### config.mk
export PLATFORM = sky130hd
export DESIGN_NAME = checksummed_frame_receiver
export DESIGN_NICKNAME = d
export VERILOG_FILES = /design/src/cfr_pkg.sv /design/src/cfr_ram.sv /design/src/cfr_assembler.sv /design/src/checksummed_frame_receiver.sv
export SDC_FILE = /design/constraint.sdc
export NUM_CORES = 1
export LEC_CHECK = 0
export BUFFER_PORTS_ARGS = -buffer_cell sky130_fd_sc_hd__buf_2
export CORE_MARGIN = 2
export CORE_UTILIZATION = 31
export CTS_BUF_LIST = sky130_fd_sc_hd__clkbuf_4 sky130_fd_sc_hd__clkbuf_8 sky130_fd_sc_hd__clkbuf_16
export DETAILED_ROUTE_END_ITERATION = 10
export GPL_TIMING_DRIVEN = 1
export PLACE_DENSITY = 0.51
export SLEW_MARGIN = 20
export SYNTH_ARGS = -nofsm -noshare
export SYNTH_HDL_FRONTEND = slang
export SYNTH_SLANG_ARGS = --single-unit
### constraint.sdc
create_clock -name clock -period 10.51 [get_ports clock]
set_input_delay 1.5765 -clock clock [delete_from_list [all_inputs] [get_ports clock]]
set_output_delay 1.5765 -clock clock [all_outputs]
set_load 0.02 [all_outputs]
### src/cfr_pkg.sv
`timescale 1ns / 1ps

package cfr_pkg;

   // Frame delimiters and checksum digit base
   localparam logic [7:0] CH_START = 8'h23;
   localparam logic [7:0] CH_CR    = 8'h0D;
   localparam logic [7:0] CH_BASE  = 8'h3D;

   localparam int DEFAULT_BUFFER_DEPTH = 32;

   localparam int LEN_W  = 6;
   localparam int BYTE_W = 8;
   localparam int SUM_W  = 12;

   localparam logic [1:0] OP_BYTE    = 2'd0;
   localparam logic [1:0] OP_RELEASE = 2'd1;
   localparam logic [1:0] OP_READ    = 2'd2;
   localparam logic [1:0] OP_NOP     = 2'd3;

   localparam logic [1:0] EV_NONE   = 2'd0;
   localparam logic [1:0] EV_ACCEPT = 2'd1;
   localparam logic [1:0] EV_REJECT = 2'd2;
   localparam logic [1:0] EV_DROP   = 2'd3;

   typedef struct packed {
      logic [1:0]        operation;
      logic [BYTE_W-1:0] rx_data;
      logic [LEN_W-1:0]  read_index;
   } req_type;

   typedef struct packed {
      logic [LEN_W-1:0]  frame_length;
      logic [BYTE_W-1:0] frame_label;
      logic [BYTE_W-1:0] read_data;
      logic [1:0]        frame_event;
   } rsp_type;

   typedef struct packed {
      logic              en;
      logic [LEN_W-1:0]  addr;
      logic [BYTE_W-1:0] data;
   } store_wr_type;

endpackage

### src/cfr_ram.sv
`timescale 1ns / 1ps

module cfr_ram #(
   parameter int WIDTH = 8,
   parameter int DEPTH = 33,
   localparam int AW = (DEPTH > 1) ? $clog2(DEPTH) : 1
) (
   input  logic             clock,
   input  logic             wr_en,
   input  logic [AW-1:0]    wr_addr,
   input  logic [WIDTH-1:0] wr_data,
   input  logic             rd_en,
   input  logic [AW-1:0]    rd_addr,
   output logic [WIDTH-1:0] rd_data
);

   logic [WIDTH-1:0] mem_ff [DEPTH];
   logic [WIDTH-1:0] rd_data_ff;

   always_ff @(posedge clock) begin
      if (wr_en) begin
         mem_ff[wr_addr] <= wr_data;
      end
      if (rd_en) begin
         rd_data_ff <= mem_ff[rd_addr];
      end
   end

   assign rd_data = rd_data_ff;

endmodule

### src/cfr_assembler.sv
`timescale 1ns / 1ps

module cfr_assembler
   import cfr_pkg::*;
#(
   parameter int BUFFER_DEPTH = DEFAULT_BUFFER_DEPTH
) (
   input  logic               clock,
   input  logic               reset,
   input  logic               accept,
   input  req_type            req,
   output logic [LEN_W-1:0]   held_length,
   output logic [BYTE_W-1:0]  label,
   output logic [1:0]         frame_event,
   output logic               rd_hit,
   output store_wr_type       store_wr
);

   localparam int PW = $clog2(BUFFER_DEPTH + 1);

   logic [PW-1:0]     pos_ff, pos_in;
   logic [SUM_W-1:0]  sum_ff, sum_in;
   logic [LEN_W-1:0]  held_ff, held_in;
   logic [BYTE_W-1:0] prev1_ff, prev1_in;
   logic [BYTE_W-1:0] prev2_ff, prev2_in;
   logic [BYTE_W-1:0] label_ff, label_in;

   logic [SUM_W-1:0]  body_sum;
   logic [BYTE_W-1:0] digit_hi, digit_lo;
   logic              sum_ok;
   logic [BYTE_W-1:0] b;

   assign b = req.rx_data;

   // Sum of the frame without its two checksum bytes
   always_comb begin
      body_sum = sum_ff - SUM_W'(prev2_ff) - SUM_W'(prev1_ff);
      digit_hi = CH_BASE + BYTE_W'(body_sum[SUM_W-1:6]);
      digit_lo = CH_BASE + BYTE_W'(body_sum[5:0]);
      sum_ok   = (digit_hi == prev2_ff) && (digit_lo == prev1_ff);
   end

   always_comb begin
      pos_in      = pos_ff;
      sum_in      = sum_ff;
      held_in     = held_ff;
      prev1_in    = prev1_ff;
      prev2_in    = prev2_ff;
      label_in    = label_ff;
      frame_event = EV_NONE;
      rd_hit      = 1'b0;
      store_wr    = '0;

      unique case (req.operation)
         OP_BYTE: begin
            if (held_ff != '0) begin
               // hold: ignore bytes until release
            end else if (pos_ff == '0) begin
               if (b == CH_START) begin
                  store_wr = '{en: 1'b1, addr: '0, data: b};
                  pos_in   = PW'(1);
                  sum_in   = SUM_W'(b);
                  prev1_in = b;
               end
            end else if (b != CH_CR) begin
               if (pos_ff < PW'(BUFFER_DEPTH)) begin
                  store_wr = '{en: 1'b1, addr: LEN_W'(pos_ff), data: b};
                  pos_in   = pos_ff + PW'(1);
                  sum_in   = sum_ff + SUM_W'(b);
                  prev2_in = prev1_ff;
                  prev1_in = b;
                  if (pos_ff == PW'(1)) begin
                     label_in = b;
                  end
               end else begin
                  pos_in      = '0;
                  frame_event = EV_DROP;
               end
            end else begin
               pos_in = '0;
               if (pos_ff >= PW'(3) && sum_ok) begin
                  store_wr    = '{en: 1'b1, addr: LEN_W'(pos_ff), data: CH_CR};
                  held_in     = LEN_W'(pos_ff) + LEN_W'(1);
                  frame_event = EV_ACCEPT;
               end else begin
                  frame_event = EV_REJECT;
               end
            end
         end
         OP_RELEASE: begin
            held_in = '0;
         end
         OP_READ: begin
            rd_hit = (req.read_index < held_ff);
         end
         OP_NOP: begin
         end
         default: begin
         end
      endcase
   end

   always_ff @(posedge clock) begin
      if (reset) begin
         pos_ff  <= '0;
         sum_ff  <= '0;
         held_ff <= '0;
      end else if (accept) begin
         pos_ff  <= pos_in;
         sum_ff  <= sum_in;
         held_ff <= held_in;
      end
   end

   always_ff @(posedge clock) begin
      if (accept) begin
         prev1_ff <= prev1_in;
         prev2_ff <= prev2_in;
         label_ff <= label_in;
      end
   end

   assign held_length = held_ff;
   assign label       = (held_ff != '0) ? label_ff : '0;

endmodule

### src/checksummed_frame_receiver.sv
`timescale 1ns / 1ps

// Checksummed frame receiver: assembles '#'...CR frames from received serial
// bytes, checks the two trailing base-64 sum digits, and holds a good frame
// (CR appended) until a release beat. Every request beat yields exactly one
// response beat carrying the held frame's length and label, the buffer byte
// for a read, and the frame event. Throughput is one beat per cycle but
// a stalled response stalls the request side in the same cycle. The response
// appears in the cycle after the request is taken, set by the single
// response register and the registered read port of the frame buffer RAM.
module checksummed_frame_receiver
   import cfr_pkg::*;
#(
   parameter int BUFFER_DEPTH = DEFAULT_BUFFER_DEPTH
) (
   input  logic    clock,
   input  logic    reset,
   input  logic    req_valid,
   output logic    req_stall,
   input  req_type req_payload,
   output logic    rsp_valid,
   input  logic    rsp_stall,
   output rsp_type rsp_payload
);

   localparam int STORE_DEPTH = BUFFER_DEPTH + 1;
   localparam int AW = $clog2(STORE_DEPTH);

   logic              accept;
   logic [LEN_W-1:0]  held_length;
   logic [BYTE_W-1:0] label;
   logic [1:0]        frame_event;
   logic              rd_hit;
   store_wr_type      store_wr;
   logic [BYTE_W-1:0] ram_rd_data;

   logic              rsp_valid_ff, rsp_valid_in;
   logic [1:0]        event_ff;
   logic              rd_hit_ff;

   // Take a beat unless a finished response is still waiting
   assign req_stall = rsp_valid_ff && rsp_stall;
   assign accept    = req_valid && !req_stall;

   cfr_assembler #(
      .BUFFER_DEPTH(BUFFER_DEPTH)
   ) u_assembler (
      .clock       (clock),
      .reset       (reset),
      .accept      (accept),
      .req         (req_payload),
      .held_length (held_length),
      .label       (label),
      .frame_event (frame_event),
      .rd_hit      (rd_hit),
      .store_wr    (store_wr)
   );

   // Frame buffer; the read is launched with the request beat and its data
   // lands together with the response register.
   cfr_ram #(
      .WIDTH(BYTE_W),
      .DEPTH(STORE_DEPTH)
   ) u_store (
      .clock   (clock),
      .wr_en   (accept && store_wr.en),
      .wr_addr (store_wr.addr[AW-1:0]),
      .wr_data (store_wr.data),
      .rd_en   (accept && rd_hit),
      .rd_addr (req_payload.read_index[AW-1:0]),
      .rd_data (ram_rd_data)
   );

   // Advance the response register on accept, hold it while stalled
   assign rsp_valid_in = accept || (rsp_valid_ff && rsp_stall);

   always_ff @(posedge clock) begin
      if (reset) begin
         rsp_valid_ff <= 1'b0;
      end else begin
         rsp_valid_ff <= rsp_valid_in;
      end
   end

   always_ff @(posedge clock) begin
      if (accept) begin
         event_ff  <= frame_event;
         rd_hit_ff <= rd_hit;
      end
   end

   // Length and label come straight from state: it cannot change while the
   // response waits, since no request beat is taken then.
   assign rsp_valid                = rsp_valid_ff;
   assign rsp_payload.frame_length = held_length;
   assign rsp_payload.frame_label  = label;
   assign rsp_payload.read_data    = rd_hit_ff ? ram_rd_data : '0;
   assign rsp_payload.frame_event  = event_ff;

endmodule
==> results.md <==
* Slowest stage cell, crit path: a21oi_2
* Register area at 0.00948 sq mm
* Final worst path period need at 5.58 ns
* Fraction of layout cells with a size suffix above 1 at 25.6%
* CP startpoint kind: register
* Max-cap violations at 0
* Core Area at 0.0479 sq mm
* Endpoint class of the critical path: register
* WL/cell at 22.6 um
* Least-Margin Pin Slew at 1.05 ns
* Async set or reset register ratio after synthesis at 0%
* GRT Total Usage at 15.2%
* Buffers on Ports at 45
* Syn avg cell area at 15.7 sq um
* Fillers at 4513
* Ys Warns at 0
* Antenna violations before repair at 0
* Post-synth cell types at 77
* # IOs at 46
* Hold Violations, Final at 0
* Pwr dens at 160 mW/mm^2
* Commonest non-fill, non-tap cells in the layout: edfxtp_1 (299), mux4_2 (80), nand2_1 (56), inv_1 (49), buf_2 (44)
* Peak supply drop at 0.104 mV
* Unrepaired setup endpoints after global routing: false
* Final HPWL from detailed placement at 25.8 mm
* Vias at 8679
* CP max stage delay at 0.87 ns
* Die Ht at 225 um
* Die X at 225 um
* Starting Density at 31.5%
* Final setup viols at 0
* CTS tree: yes
* Crit path max fanout at 18
* Sequential area share after synthesis at 62.7%
* Slew headroom at 30.0%
* Register-to-Register Setup Slack at 4.93 ns
* # DRC at 0
* Final non-filler cell total at 1675
* Multi-input logic area at 0.00532 sq mm
* Yosys reg bits at 324
* # rows at 80
* Ant diodes at 0
* Clock Path Buffers at 3
* Ys flop type: edfxtp_1
* Worst Path Required at 10.86 ns
* Post-route ant nets at 0
* Vias in the first global route at 8718
* Final Max Slew Viols at 0
* CTS clk-pin slew, worst paths at 0.06 ns
* Yosys top cell by area: edfxtp_1
* Placed cell count at 1606
* Final Cycle Share at 53.1%
* Via/cell ratio at 5.18
* Final core occ at 36.4%
* DR iter-0 viols at 737
* Top cells by area, synth: edfxtp_1 (59%), mux4_2 (12%), dfxtp_1 (3.3%)
* Final wirelength at 37.9 mm
* Setup WS post-layout at 4.93 ns
* Largest net degree at the start of global routing at 66
* Cells after Synth at 965
* Final setup TNS at 0 ns
* Post-Synthesis Cell Area at 0.0151 sq mm
* Clock Latency Late Sink at 0.54 ns
* Post-Place Worst Slack at 4.86 ns
* Cell repeated most along the worst path: ha_1
* # Post-CTS Setup Buffers at 0
* Commonest non-fill, non-tap cell in the layout: edfxtp_1
* First-pass GRT wire length at 56.8 mm
* Run status: finished clean
* Data arrival, critical path at 5.93 ns
* Gpl congestion at 0.872
* DIE AREA at 0.0506 sq mm
* Max Fclk at 179 MHz
* Static Leak at 6.09 nW
* Hold Path Class: reg2reg
* Proportion of netlist area held by the largest area contributor at 59.4%
* Syn Nets at 1024
* Worst path cell trace: inv_1 > fa_1 > ha_1 > o211ai_2 > a211oi_1 > o21ai_0 > and2_1 > ha_1 > xnor2_1 > nand2_1 > mux2i_1 > or2_1 > o2111a_1 > and2_2 > nand3_2 > a21oi_2 > buf_4
* Post-synth EDFFs at 299
* CTS buffer count at 38
* Root Driver: clkbuf_16
* Area growth syn-to-layout at 15.4%
* Layout Nets at 1090
* 1st-pass router iterations at 5
* Skew final at 0.0244 ns
* H-tree depth at 2
* Clk sink count at 324
* Post_cts resized at 0
* Grt ovf at 0
* Hold WS at 0.461 ns
* Setup CP Type: reg2reg
* Hold-fix buffers, CTS at 0
[flip-flops by register name (all words and copies together) (netlist names), 6 cells and up]
signal,count
u_store.mem_ff,264
u_assembler.pos_ff,6
u_assembler.prev1_ff,8
u_assembler.sum_ff,12
u_assembler.held_length,6
u_assembler.prev2_ff,8
u_assembler.label_ff,8
u_store.rd_data,8
[per-layer routing]
layer / share of wire (%) / routed length [um] / GRT usage, % / up-vias
li1: - / - / - / 3939
met1: 46 / 17400 / 21.8 / 4434
met2: 46 / 17400 / 23.6 / 248
met3: 5.5 / 2080 / 2.50 / 58
met4: 2.8 / 1070 / 4.93 / 0
met5: 0 / 0 / 0 / -
[cell families (layout without fill, tap and decap cells)]
logic type / Yosys count / after routing / share of synthesized area [%]
flip-flops: 324 / 324 / 62.7
AND/OR/NAND/NOR: 263 / 263 / 9.96
XOR/XNOR: 29 / 29 / 2.05
multiplexers: 92 / 92 / 12.7
AO/OA/AOI/OAI: 125 / 125 / 6.25
buffers and inverters: 93 / 188 / 2.64
adder cells (fa/ha/maj): 39 / 39 / 3.67
[synthesized netlist by cell type, types with 6 or more instances]
cell         n
nand4_1      9
ha_1        30
mux2i_1     11
o2111ai_1    6
nor3_1      33
nand3_1     22
edfxtp_1   299
a21o_1       6
inv_1       49
a211oi_1     8
nand2_1     56
and3_1       8
buf_6        6
or3_1       13
a21oi_1     31
and2_1      24
buf_1       14
o21ai_0     22
xnor2_1     19
fa_1         9
o31ai_1      8
mux4_2      80
nor2_1      41
clkbuf_1    20
dfxtp_1     25
[stage by stage]
| step | power (mW) | area (sq um) |
|---|---|---|
| 6_report | 2.79 | 17500 |
| 5_1_grt | 2.87 | 17500 |
| 4_1_cts | 2.82 | 17400 |
| 3_5_place_dp | 1.48 | 16200 |
| 3_3_place_gp | 1.48 | 16100 |
| 2_1_floorplan | 1.46 | 15100 |
[path summary, 6_finish.rpt]
kind                                             to                         startpoint  depth (start not counted)
setup / recovery    u_store.mem_ff[30][3]$_DFFE_PP_  u_assembler.prev2_ff[2]$_DFFE_PP_                         17
hold / removal    u_assembler.prev2_ff[0]$_DFFE_PP_  u_assembler.prev1_ff[0]$_DFFE_PP_                          0
setup reg to reg    u_store.mem_ff[30][3]$_DFFE_PP_  u_assembler.prev2_ff[2]$_DFFE_PP_                         17
hold reg to reg   u_assembler.prev2_ff[0]$_DFFE_PP_  u_assembler.prev1_ff[0]$_DFFE_PP_                          0
[worst max-delay path, delay by kind of cell, from the launching register on]
kind	cells	cell delay [ns]
AOI/OAI and AO/OA	5	1.98
xor gates and xnor gates	1	0.30
adders and majority gates	3	1.24
buffers and inverters	2	0.46
DFF	1	0.39
muxes	1	0.18
and+or+nand+nor	5	0.85
[report_power, final]
group / switching, mW / internal (mW) / total (mW)
clock: 0.526 / 0.808 / 1.33
sequential: 0.000905 / 1.39 / 1.39
combinational: 0.0419 / 0.0241 / 0.0661
[layout make-up]
cell class              count  share of cell area, %
clock buffers              52                   6.26
repair buffers             70                   2.38
inverters                  49                   1.05
well taps                 615                   4.41
multi-input cells         548                   30.5
clock inverters            17                   1.09
flip-flops and latches    324                   54.3
Note: power is estimated with default switching activity, not from simulation.
